File: src/rtl/core/isdiv_pkg.sv
// Shared constants and control types for the signed/unsigned integer divider.
package isdiv_pkg;

  // Fixed field widths of the channels
  localparam int DATA_W        = 64;
  localparam int MODE_W        = 2;
  localparam int NARROW_W      = 32;
  localparam int MAX_WIDTH_DEF = 64;

  // Operation modes
  localparam logic [MODE_W-1:0] MODE_U32 = 2'd0;
  localparam logic [MODE_W-1:0] MODE_S32 = 2'd1;
  localparam logic [MODE_W-1:0] MODE_U64 = 2'd2;
  localparam logic [MODE_W-1:0] MODE_S64 = 2'd3;

  // Command from the sequencer to the shift-subtract unit
  typedef struct packed {
    logic start;
    logic wide;
  } isdiv_cmd_t;

  // Status back from the shift-subtract unit
  typedef struct packed {
    logic busy;
    logic done;
  } isdiv_sts_t;

endpackage

File: src/rtl/core/isdiv_if.sv
// Valid/ready channel interfaces for divider operands and results.
interface isdiv_in_if;
  logic                            valid;
  logic                            ready;
  logic [isdiv_pkg::MODE_W-1:0]    mode;
  logic [isdiv_pkg::DATA_W-1:0]    dividend;
  logic [isdiv_pkg::DATA_W-1:0]    divisor;

  modport source (output valid, output mode, output dividend, output divisor, input ready);
  modport sink   (input valid, input mode, input dividend, input divisor, output ready);
endinterface

interface isdiv_out_if;
  logic                            valid;
  logic                            ready;
  logic [isdiv_pkg::DATA_W-1:0]    quotient;
  logic [isdiv_pkg::DATA_W-1:0]    remainder_out;
  logic                            divide_by_zero;

  modport source (output valid, output quotient, output remainder_out,
                  output divide_by_zero, input ready);
  modport sink   (input valid, input quotient, input remainder_out,
                  input divide_by_zero, output ready);
endinterface

File: src/rtl/core/int_divider_signed_unsigned_unit.sv
// Integer divider, unsigned or signed, 32-bit or wide, restoring radix-2.
//
// Operands arrive on in_ch (mode, dividend, divisor) and results leave on
// out_ch (quotient, remainder_out, divide_by_zero), both valid/ready; a
// transfer happens on a clock edge with valid and ready high.
// One operation is in flight at a time. The shift-subtract unit retires one
// quotient bit per cycle; operand sign handling and unit load come before
// the iteration, completion and result sign fix-up after it. Divide by zero
// skips unit load and the iteration: sign handling leads straight to fix-up.
// The result sits in an output register. A finished result waits there while
// the receiver stalls, and the next operand is already taken in and worked on;
// the final fix-up then holds until the output register is free.
// Synchronous active-high reset empties the output register and returns the
// sequencer to idle; the operation under way and a result waiting in the
// output register are both lost.
module int_divider_signed_unsigned_unit #(
  parameter int MAX_WIDTH = isdiv_pkg::MAX_WIDTH_DEF
) (
  input  logic          clk,
  input  logic          rst,
  isdiv_in_if.sink      in_ch,
  isdiv_out_if.source   out_ch
);

  localparam int W  = MAX_WIDTH;
  localparam int NW = isdiv_pkg::NARROW_W;

  localparam logic [2:0] S_IDLE  = 3'd0;
  localparam logic [2:0] S_PREP  = 3'd1;
  localparam logic [2:0] S_START = 3'd2;
  localparam logic [2:0] S_RUN   = 3'd3;
  localparam logic [2:0] S_FIX   = 3'd4;

  logic [2:0]                   state;
  logic [2:0]                   state_next;

  logic [isdiv_pkg::MODE_W-1:0] mode_r;
  logic [W-1:0]                 dividend_r;
  logic [W-1:0]                 divisor_r;

  logic [W-1:0]                 a_reg;
  logic [W-1:0]                 b_reg;
  logic                         wide;
  logic                         sgn;
  logic                         neg_a;
  logic                         neg_b;
  logic                         dz;

  logic                         out_valid;
  logic [isdiv_pkg::DATA_W-1:0] quotient_r;
  logic [isdiv_pkg::DATA_W-1:0] remainder_r;
  logic                         dz_out;

  isdiv_pkg::isdiv_cmd_t        cmd;
  isdiv_pkg::isdiv_sts_t        sts;
  logic [W-1:0]                 core_q;
  logic [W-1:0]                 core_r;

  logic                         mode_wide;
  logic                         mode_sgn;
  logic [W-1:0]                 mask_prep;
  logic [W-1:0]                 a_m;
  logic [W-1:0]                 b_m;
  logic                         a_sign;
  logic                         b_sign;
  logic                         dz_prep;
  logic [W-1:0]                 mask_fix;
  logic [W-1:0]                 q_raw;
  logic [W-1:0]                 r_raw;
  logic [W-1:0]                 q_fin;
  logic [W-1:0]                 r_fin;
  logic                         out_free;

  function automatic logic [W-1:0] width_mask(input logic is_wide);
    width_mask = is_wide ? {W{1'b1}} : W'({NW{1'b1}});
  endfunction

  // Decode mode and condition the raw operands
  always_comb begin
    mode_wide = (mode_r == isdiv_pkg::MODE_U64) || (mode_r == isdiv_pkg::MODE_S64);
    mode_sgn  = (mode_r == isdiv_pkg::MODE_S32) || (mode_r == isdiv_pkg::MODE_S64);
    mask_prep = width_mask(mode_wide);
    a_m       = dividend_r & mask_prep;
    b_m       = divisor_r & mask_prep;
    a_sign    = mode_sgn & (mode_wide ? a_m[W-1] : a_m[NW-1]);
    b_sign    = mode_sgn & (mode_wide ? b_m[W-1] : b_m[NW-1]);
    dz_prep   = (b_m == '0);
  end

  // Apply result signs and width
  always_comb begin
    mask_fix = width_mask(wide);
    q_raw    = dz ? mask_fix : core_q;
    r_raw    = dz ? a_reg : core_r;
    q_fin    = ((sgn && (neg_a != neg_b) && !dz) ? (W'(0) - q_raw) : q_raw) & mask_fix;
    r_fin    = ((sgn && neg_a && !dz) ? (W'(0) - r_raw) : r_raw) & mask_fix;
    out_free = !out_valid || out_ch.ready;
  end

  // Sequencer
  always_comb begin
    state_next = state;
    case (state)
      S_IDLE:  if (in_ch.valid) state_next = S_PREP;
      S_PREP:  state_next = dz_prep ? S_FIX : S_START;
      S_START: state_next = S_RUN;
      S_RUN:   if (sts.done) state_next = S_FIX;
      S_FIX:   if (out_free) state_next = S_IDLE;
      default: state_next = S_IDLE;
    endcase
  end

  always_ff @(posedge clk) begin
    if (rst) begin
      state <= S_IDLE;
    end else begin
      state <= state_next;
    end
  end

  // Capture operands on the input transfer
  always_ff @(posedge clk) begin
    if (in_ch.valid && in_ch.ready) begin
      mode_r     <= in_ch.mode;
      dividend_r <= in_ch.dividend[W-1:0];
      divisor_r  <= in_ch.divisor[W-1:0];
    end
  end

  // Take magnitudes and note signs
  always_ff @(posedge clk) begin
    if (state == S_PREP) begin
      wide  <= mode_wide;
      sgn   <= mode_sgn;
      neg_a <= a_sign;
      neg_b <= b_sign;
      dz    <= dz_prep;
      a_reg <= (a_sign && !dz_prep) ? ((W'(0) - a_m) & mask_prep) : a_m;
      b_reg <= b_sign ? ((W'(0) - b_m) & mask_prep) : b_m;
    end
  end

  assign cmd.start = (state == S_START);
  assign cmd.wide  = wide;

  isdiv_shift_sub #(
    .W (W)
  ) u_shift_sub (
    .clk    (clk),
    .rst    (rst),
    .cmd    (cmd),
    .num_in (a_reg),
    .den_in (b_reg),
    .sts    (sts),
    .quo    (core_q),
    .rem    (core_r)
  );

  // Output register: load on fix-up, drop on transfer
  always_ff @(posedge clk) begin
    if (rst) begin
      out_valid <= 1'b0;
    end else if ((state == S_FIX) && out_free) begin
      out_valid <= 1'b1;
    end else if (out_ch.ready) begin
      out_valid <= 1'b0;
    end
  end

  always_ff @(posedge clk) begin
    if ((state == S_FIX) && out_free) begin
      quotient_r  <= isdiv_pkg::DATA_W'(q_fin);
      remainder_r <= isdiv_pkg::DATA_W'(r_fin);
      dz_out      <= dz;
    end
  end

  assign in_ch.ready           = (state == S_IDLE) && !sts.busy;
  assign out_ch.valid          = out_valid;
  assign out_ch.quotient       = quotient_r;
  assign out_ch.remainder_out  = remainder_r;
  assign out_ch.divide_by_zero = dz_out;

endmodule

File: src/rtl/core/isdiv_shift_sub.sv
// Radix-2 restoring shift-subtract unit: one quotient bit per cycle.
module isdiv_shift_sub #(
  parameter int W = isdiv_pkg::MAX_WIDTH_DEF
) (
  input  logic                 clk,
  input  logic                 rst,
  input  isdiv_pkg::isdiv_cmd_t cmd,
  input  logic [W-1:0]         num_in,
  input  logic [W-1:0]         den_in,
  output isdiv_pkg::isdiv_sts_t sts,
  output logic [W-1:0]         quo,
  output logic [W-1:0]         rem
);

  localparam int CW    = $clog2(W + 1);
  localparam int SHIFT = W - isdiv_pkg::NARROW_W;

  logic [W-1:0]  num_sr;
  logic [W-1:0]  rem_r;
  logic [W-1:0]  den_r;
  logic [CW-1:0] cnt;
  logic          done;

  logic [W:0]    trial;
  logic [W+1:0]  diff;
  logic          fits;
  logic [W-1:0]  rem_next;
  logic [W-1:0]  num_next;

  // Shift in the next dividend bit and try the subtract
  always_comb begin
    trial    = {rem_r, num_sr[W-1]};
    diff     = {1'b0, trial} - {2'b00, den_r};
    fits     = ~diff[W+1];
    rem_next = fits ? diff[W-1:0] : trial[W-1:0];
    num_next = {num_sr[W-2:0], fits};
  end

  // Iteration counter and completion pulse
  always_ff @(posedge clk) begin
    if (rst) begin
      cnt  <= '0;
      done <= 1'b0;
    end else if (cmd.start) begin
      cnt  <= cmd.wide ? CW'(W) : CW'(isdiv_pkg::NARROW_W);
      done <= 1'b0;
    end else if (cnt != '0) begin
      cnt  <= cnt - CW'(1);
      done <= (cnt == CW'(1));
    end else begin
      done <= 1'b0;
    end
  end

  // Partial remainder and dividend/quotient shift register
  always_ff @(posedge clk) begin
    if (cmd.start) begin
      num_sr <= cmd.wide ? num_in : (num_in << SHIFT);
      rem_r  <= '0;
      den_r  <= den_in;
    end else if (cnt != '0) begin
      num_sr <= num_next;
      rem_r  <= rem_next;
    end
  end

  assign sts.busy = (cnt != '0);
  assign sts.done = done;
  assign quo      = num_sr;
  assign rem      = rem_r;

endmodule

File: src/flat_wrapper.sv
// flat-port wrapper written by rule: the top's interface ports become plain ports
module int_divider_signed_unsigned_unit_flat 
#(
  parameter int MAX_WIDTH = isdiv_pkg::MAX_WIDTH_DEF
)
  (clk, rst, in_ch_valid, in_ch_mode, in_ch_dividend, in_ch_divisor, in_ch_ready, out_ch_valid, out_ch_quotient, out_ch_remainder_out, out_ch_divide_by_zero, out_ch_ready);
  isdiv_in_if in_ch_i ();
  isdiv_out_if out_ch_i ();
  input  logic clk;
  input  logic rst;
  input wire logic [$bits(in_ch_i.valid)-1:0] in_ch_valid;
  input wire logic [$bits(in_ch_i.mode)-1:0] in_ch_mode;
  input wire logic [$bits(in_ch_i.dividend)-1:0] in_ch_dividend;
  input wire logic [$bits(in_ch_i.divisor)-1:0] in_ch_divisor;
  output wire logic [$bits(in_ch_i.ready)-1:0] in_ch_ready;
  output wire logic [$bits(out_ch_i.valid)-1:0] out_ch_valid;
  output wire logic [$bits(out_ch_i.quotient)-1:0] out_ch_quotient;
  output wire logic [$bits(out_ch_i.remainder_out)-1:0] out_ch_remainder_out;
  output wire logic [$bits(out_ch_i.divide_by_zero)-1:0] out_ch_divide_by_zero;
  input wire logic [$bits(out_ch_i.ready)-1:0] out_ch_ready;
  assign in_ch_i.valid = in_ch_valid;
  assign in_ch_i.mode = in_ch_mode;
  assign in_ch_i.dividend = in_ch_dividend;
  assign in_ch_i.divisor = in_ch_divisor;
  assign in_ch_ready = in_ch_i.ready;
  assign out_ch_valid = out_ch_i.valid;
  assign out_ch_quotient = out_ch_i.quotient;
  assign out_ch_remainder_out = out_ch_i.remainder_out;
  assign out_ch_divide_by_zero = out_ch_i.divide_by_zero;
  assign out_ch_i.ready = out_ch_ready;
  int_divider_signed_unsigned_unit #(.MAX_WIDTH(MAX_WIDTH)) u_core (.clk(clk), .rst(rst), .in_ch(in_ch_i), .out_ch(out_ch_i));
endmodule
File: config.mk
export PLATFORM = sky130hd
export DESIGN_NAME = int_divider_signed_unsigned_unit_flat
export DESIGN_NICKNAME = d
export VERILOG_FILES = /design/src/rtl/core/isdiv_pkg.sv /design/src/rtl/core/isdiv_if.sv /design/src/rtl/core/int_divider_signed_unsigned_unit.sv /design/src/rtl/core/isdiv_shift_sub.sv /design/src/flat_wrapper.sv
export SDC_FILE = /design/constraint.sdc
export NUM_CORES = 1
export LEC_CHECK = 0
export ABC_AREA = 1
export ABC_CLOCK_PERIOD_IN_PS = 46900
export BUFFER_PORTS_ARGS = -buffer_cell sky130_fd_sc_hd__buf_2
export CAP_MARGIN = 10
export CORE_MARGIN = 10
export CORE_UTILIZATION = 31
export DETAILED_ROUTE_END_ITERATION = 10
export SETUP_SLACK_MARGIN = 0.02
export SYNTH_ARGS = -nofsm -noshare
export SYNTH_HDL_FRONTEND = slang
export SYNTH_SLANG_ARGS = --single-unit
File: constraint.sdc
create_clock -name clk -period 46.9 [get_ports clk]
set_input_delay 9.38 -clock clk [delete_from_list [all_inputs] [get_ports clk]]
set_output_delay 9.38 -clock clk [all_outputs]
set_load 0.02 [all_outputs]
# After elaboration in Yosys (flattened, before gate mapping)
# Index checks and enable logic that the tools add are counted.
[word_totals]
ff_bits = 596
output_inout_bits = 131
[op_classes]
n_eq_ne = 12
add_sub_neg = 6
n_mux = 24
bitwise_logic = 10
reduce_logical = 22
[op_table]
columns = ["op", "n"]
rows = [
  ["$mux W64", 12],
  ["$and A64 B64 Y64", 6],
  ["$sub A1 B64 Y64 const A", 4],
  ["$sub A65 B64 Y66", 1],
  ["$logic_not A64 Y1", 1],
  ["$mux W7", 3],
  ["$pmux W3 S5", 1],
  ["$mux W3", 4],
  ["$logic_and A1 B1 Y1", 8],
  ["$eq A7 B1 Y1 const B", 1],
  ["$reduce_bool A7 Y1", 1],
  ["$sub A7 B1 Y7 const B", 1],
  ["$eq A3 B2 Y1 const B", 2],
  ["$eq A2 B2 Y1 const B", 2],
  ["$logic_not A1 Y1", 4],
  ["$mux W1", 4],
  ["$ne A2 B2 Y1 const B", 2],
  ["$reduce_bool A2 Y1", 2],
  ["$eq A3 B1 Y1 const B", 1],
  ["$eq A3 B3 Y1 const B", 1],
  ["$logic_not A3 Y1", 1],
  ["$logic_or A1 B1 Y1", 3],
  ["$reduce_and A3 Y1", 1],
  ["$reduce_or A3 Y1", 1],
  ["5 further kinds", 7],
]

# Longest topological paths before layout
# Gate-level depths: netlist (run 1).
[logic_depth]
word_depth = 8
depth_mapped = 20
depth_no_buf = 18

# Cells and area by module
# Synthesis (run 1) repeated with hierarchy kept, for this count alone.
[hier_totals]
hier_cells = 5254
hier_area_um2 = 38390.6
[modules_own_cells]
columns = ["module", "area_per_inst_um2", "cells_per_inst", "seq_area_each_um2", "n_inst"]
rows = [
  ["int_divider_signed_unsigned_unit", 23752.8, 3033, 11851.4, 1],
  ["isdiv_shift_sub", 14637.8, 2221, 5285.1, 1],
]

# Least setup slack after synthesis (run 1)
# OpenSTA, ideal clock, no wires.
[synth_path]
path_kind = "input port to flip-flop"
start = "input port out_ch_ready"
end = "register u_core.dz_out, in the netlist u_core.out_ch.divide_by_zero, enable pin"
setup_ns = 0.934
cell_stages = 2
setup_slack_ns = 24.387
path_buffers = 0
arrival_ns = 21.578
cell_sequence = "nor2_1 nor4_1"
[synth_via]
elab_chain_len = 2
[synth_lines]
columns = ["item", "line", "source"]
rows = [
  ["start: declaration", "flat_wrapper.sv:20", "input wire logic [$bits(out_ch_i.ready)-1:0] out_ch_ready;"],
  ["$logic_or A1 B1 Y1", "int_divider_signed_unsigned_unit.sv:97", "out_free = !out_valid || out_ch.ready;"],
  ["$logic_and A1 B1 Y1", "int_divider_signed_unsigned_unit.sv:171", "if ((state == S_FIX) && out_free) begin"],
  ["end signal: assignment", "int_divider_signed_unsigned_unit.sv:174", "dz_out <= dz;"],
  ["end: declaration", "int_divider_signed_unsigned_unit.sv:52", "logic dz_out;"],
]
# No other way between the ends.
# A chain may end at the register's enable or synchronous reset.

# Worst setup path after layout (run 1)
[layout_path]
start = "register u_core.u_shift_sub.cnt[0]"
end = "output port in_ch_ready"
[layout_via]
elab_chain_len = 3
[layout_lines]
columns = ["item", "line", "source"]
rows = [
  ["start: declaration", "isdiv_shift_sub.sv:21", "logic [CW-1:0] cnt;"],
  ["start signal: assignment", "isdiv_shift_sub.sv:45", "cnt <= cmd.wide ? CW'(W) : CW'(isdiv_pkg::NARROW_W);"],
  ["start signal: assignment", "isdiv_shift_sub.sv:48", "cnt <= cnt - CW'(1);"],
  ["$reduce_bool A7 Y1", "isdiv_shift_sub.sv:67", "assign sts.busy = (cnt != '0);"],
  ["$logic_not A1 Y1", "int_divider_signed_unsigned_unit.sv:178", "assign in_ch.ready = (state == S_IDLE) && !sts.busy;"],
  ["$logic_and A1 B1 Y1", "int_divider_signed_unsigned_unit.sv:178", ""],
  ["end: declaration", "flat_wrapper.sv:15", "output wire logic [$bits(in_ch_i.ready)-1:0] in_ch_ready;"],
]
# No other way between the ends.

==> results.ini, run 1 <==
[run_status]
status=finished clean

[floorplan]
core_um2=120000
io_pins=265
start_util=0.312
die_height_um=367
fp.dieW_um=367
fp.dieArea_um2=135000
rows=127

[critical_path]
cp.arrival_ps=2530
cp_max_fo=6
crit_type=register to primary output
worst_path_largest_cell_delay_ps=630
critPathLaunchType=register
r2r_start=u_core.mode_r[1]
required_ps=37520
crit_buf_inv=3
crit_start=u_core.u_shift_sub.cnt[0]
crit_family=simple AND/OR/NAND/NOR gates
end_kind=primary output
crit_path_cell_trace=inv_1, ha_1, nand2_1, nor3_1, inv_1, nor2_1, buf_2
critPathSlowestCell=nor3_1
path_common_cell=inv_1

[grt]
grt.total_usage=0.195
antenna_found_initial=1
grt_pass1_wl_mm=201
grt_overflow=0
grt_pass1_vias=31500
grt_max_degree=168

[sta]
rsz0062_at_grt=no
timing.slew.headroom=0.173
period_share=0.254
timing.final.crit_period_ps=11910
worst_pin_slew_ps=1240
hold_viol_final=0
fin_skew_ps=39.5
slew_violations=0
tns_ps=0
timing.fmax_ghz=0.0840
setup_viol=0

[finish]
drive_gt1_frac=0.0916
final_cell_mix=nand2_1, inv_1, nor2_1
post-route-util=0.356
areaGrowthSynthToFinish_pct=14.1
nNetsFinal=5413
fillCellCount=12700
final_cells=6877
layout_commonest_cell=nand2_1

[pwr]
pwr-share-comb=0.333
switching_power_mw=0.791
power_frac_seq=0.392
peakVddDrop_v=0.0000284
intPower_mw=1.22
p_per_area_nw_per_um2=47.2
sw_frac_of_total=0.394
clockPowerShare=0.275
total_power_mw=2.01
p_leak_nw=18.9

[synthesis]
netlist_area_um2=37300
synth.area.top_cells=edfxtp_1, nand2_1, inv_1, nor2_1, nand3_1
synth-seq-cells=596
synth_xor_xnor_area_share=0.0432
synth_area_per_cell_um2=7.49
yosysWarningCount=0
synth_edf_count=520
synth_cell_type_count=50
synth_simple_gate_area_frac=0.303
netlist.area_leader.share=0.419
synth_top_family_by_area=simple AND/OR/NAND/NOR gates
synth_compound_area_frac=0.0726
synth_top_flop_cell=edfxtp_1
async_flop_share=0
synth_top_area_cell=edfxtp_1
syn-num-nets=5187
synth_mux_area_frac=0
synth_fa_ha_area_frac=0.0240
yosysSeqAreaShare=0.460
postSynthCellCount=4982

[clock_tree]
clock-sinks=596
numCtsBuffers=69
htree_levels=3
cts_setup_buffers=0
cts-root-buf=clkbuf_16
clk_pin_slew_ps=70
clk_latency_ps=660
post_cts_resized=0
hold_buffers=0
cts_buffer_depth=3
cts_tree=built

[place]
placed_cells=6749
portBuffers=264
routabilityCongestion=0.983
post-dp-hpwl_mm=111

[drt]
vias=33900
via_per_inst=4.92
ant_nets=0
drc=0
routedWlPerCell_um=19.9
drt_iter0_markers=3810
drtPass1Iterations=8
routed_wl_mm=137

[flow_run]
max_cap_viol_count=0

[worst_hold_path]
min-delay-start=u_core.b_reg[57]
hold_path_class=register to register

worst reg2reg max path: cells and delay by family, from the launching register on:
kind | cells | cell delay (ps)
simple gates | 6 | 1250
flops | 1 | 370
compound gates | 3 | 910
buf+inv | 4 | 1850
logic make-up after synthesis:
group,count (synthesis)
buffers and inverters,918
XOR/XNOR,184
flip-flops,596
AND/OR/NAND/NOR,2723
adder cells (fa/ha/maj),71
AO/OA/AOI/OAI,490
synth_stat cells (all sizes together), types with 26 or more instances:
master     n
nor3      82
nor2     655
a21oi    164
ha        70
nand3b    32
nand3    359
nand4     67
buf       83
edfxtp   520
o21ai    238
xnor2     56
o211ai    26
inv      778
o22ai     26
dfxtp     76
nand2   1488
xor2     128
clkbuf    55
metrics by stage:
step | setup slack, ps | hold WS (ps) | cell area (µm²)
2_1_floorplan | 24390 | 400 | 37300
3_3_place_gp | 35270 | 403 | 40200
3_5_place_dp | 35250 | 405 | 40200
4_1_cts | 34930 | 396 | 42500
5_1_grt | 34770 | 413 | 42500
6_report | 34990 | 393 | 42500
per-layer routing:
layer / GRT usage / wire length [µm]
met2: 0.286 / 56200
met1: 0.283 / 63100
met4: 0.0686 / 5120
met3: 0.0387 / 12300
met5: 0 / 0
cell type report:
cell class	count	area, µm²	share of cell area
clock inverters	41	485	0.0114
inverters	780	2930	0.0688
multi-input cells	3468	16600	0.390
diodes	1	2.50	0.0000588
clock buffers	86	1840	0.0432
repair buffers	293	1550	0.0365
well taps	1612	2020	0.0474
flip-flops and latches	596	17100	0.403
power groups by stage:
stage	Sequential, mW	Clock, mW	Combinational [mW]
floorplan	0.778	0	0.448
global placement	0.795	0	0.654
detailed placement	0.797	0	0.656
CTS	0.786	0.565	0.658
global route	0.795	0.587	0.738
finish	0.788	0.552	0.669
final timing paths:
check / cells after the start / to / slack (ps)
max: 7 / in_ch_ready / 34990
min reg2reg: 0 / u_core.u_shift_sub.den_r[57] / 390
max reg2reg: 13 / u_core.a_reg[57] / 42280
min: 0 / u_core.u_shift_sub.den_r[57] / 390
(Power assumes the default switching activity.)
==> run 2, diff against run 1 <==
ABC_CLOCK_PERIOD_IN_PS = 12250   (was 46900)
clock period = 12.25 ns   (was 46.9 ns; I/O delays follow)
==> run 2 against run 1 <==
Global-route usage up 0.54 points; sequential power rose to 3.9 times the previous value; design area increased by 0.51%; combinational power rose to 3.8 times the previous value; clock skew decreased by 7.8 ps; critical path type unchanged.
==> results.ini, run 2 (same netlist as run 1, synthesis figures left out) <==
[critical_path]
crit_path_cell_trace=inv_1, ha_1, nand2_1, nor3_1, inv_1, nor2_1, buf_2
critPathLaunchType=register
reg2reg_slack_ps=8120
worst_path_largest_cell_delay_ps=650
crit_family=simple AND/OR/NAND/NOR gates
cp.arrival_ps=2580
crit_type=register to primary output
end_kind=primary output
cp_max_fo=6
critPathSlowestCell=nor3_1
crit_buf_inv=3
path_common_cell=inv_1
required_ps=9800

[drt]
via_per_inst=4.94
drtPass1Iterations=6
vias=34000
drt_iter0_markers=3573
routedWlPerCell_um=20.4
drc=0
routed_wl_mm=140
ant_nets=0

[pwr]
p_leak_nw=19.0
total_power_mw=7.84
p_per_area_nw_per_um2=183
peakVddDrop_v=0.000137

[finish]
final_cell_mix=nand2_1, inv_1, nor2_1
layout_commonest_cell=nand2_1
stdcell_area_um2=42800
areaGrowthSynthToFinish_pct=14.6
nNetsFinal=5420
drive_gt1_frac=0.0939
post-route-util=0.357
final_cells=6887

[place]
placed_cells=6753
portBuffers=264
routabilityCongestion=0.994
post-dp-hpwl_mm=114
dpl_cell_area_um2=40200
place_ws_ps=7550

[sta]
timing.fmax_ghz=0.199
finalWorstSetupSlack_ps=7220
timing.slew.headroom=0.236
rsz0062_at_grt=no
worst_pin_slew_ps=1130
timing.final.crit_period_ps=5030
setup_viol=0
slew_violations=0
timing.hold.ws_ps=403
hold_viol_final=0
period_share=0.411
fin_skew_ps=31.7
tns_ps=0

[grt]
antenna_found_initial=9
grt_pass1_wl_mm=206
grt_max_degree=89
grt.total_usage=0.201
grt_pass1_vias=31600
grt_overflow=0

[clock_tree]
cts-root-buf=clkbuf_16
cts_buffer_depth=3
clk_latency_ps=650
cts_tree=built
htree_levels=3
clock-sinks=596
post_cts_resized=0
hold_buffers=0
numCtsBuffers=72
clk_pin_slew_ps=60
cts_setup_buffers=0

[worst_hold_path]
hold_path_class=register to register

[flow_run]
max_cap_viol_count=0

[floorplan]
start_util=0.312
core_um2=120000
fp.dieArea_um2=135000
rows=127
die_height_um=367
io_pins=265
fp.dieW_um=367

[run_status]
status=finished clean

-- run 2: cell count changes in the layout (fill, tap and decap cells not counted), moves of 4 or more --
cell	before	now
clkbuf_16	70	78
clkbuf_1	13	6
inv_16	5	0
buf_4	28	33
clkbuf_8	2	6
-- run 2: final timing paths --
kind	from	endpoint	depth (start not counted)
max	u_core.u_shift_sub.cnt[0]	in_ch_ready	7
min reg2reg	u_core.b_reg[62]	u_core.u_shift_sub.den_r[62]	0
min	u_core.b_reg[62]	u_core.u_shift_sub.den_r[62]	0
max reg2reg	u_core.dz	u_core.out_ch.remainder_out[44]	15
-- run 2: power breakdown --
group	switching [mW]	leakage, nW	internal (mW)	total (mW)
registers	0.285	5.49	2.76	3.05
logic	1.84	12.3	0.685	2.53
clock network	0.897	1.23	1.37	2.26
total	3.02	19.0	4.82	7.84
-- run 2: final cells by class --
type	instances	area, µm²
clock inverters	40	448
fillers	12700	76900
diodes	4	10.0
clock buffers	90	2060
inverters	780	2930
repair buffers	297	1570
flip-flops and latches	596	17100
well taps	1612	2020
multi-input cells	3468	16600
-- run 2: metal layers --
layer | wire length, µm | part of all wire | GRT usage | up-vias
li1 | - | - | - | 16500
met1 | 65600 | 0.47 | 0.292 | 16000
met2 | 58800 | 0.42 | 0.297 | 1390
met3 | 12100 | 0.086 | 0.0402 | 192
met4 | 3940 | 0.028 | 0.0573 | 10
met5 | 71 | 0.00051 | 0 | -
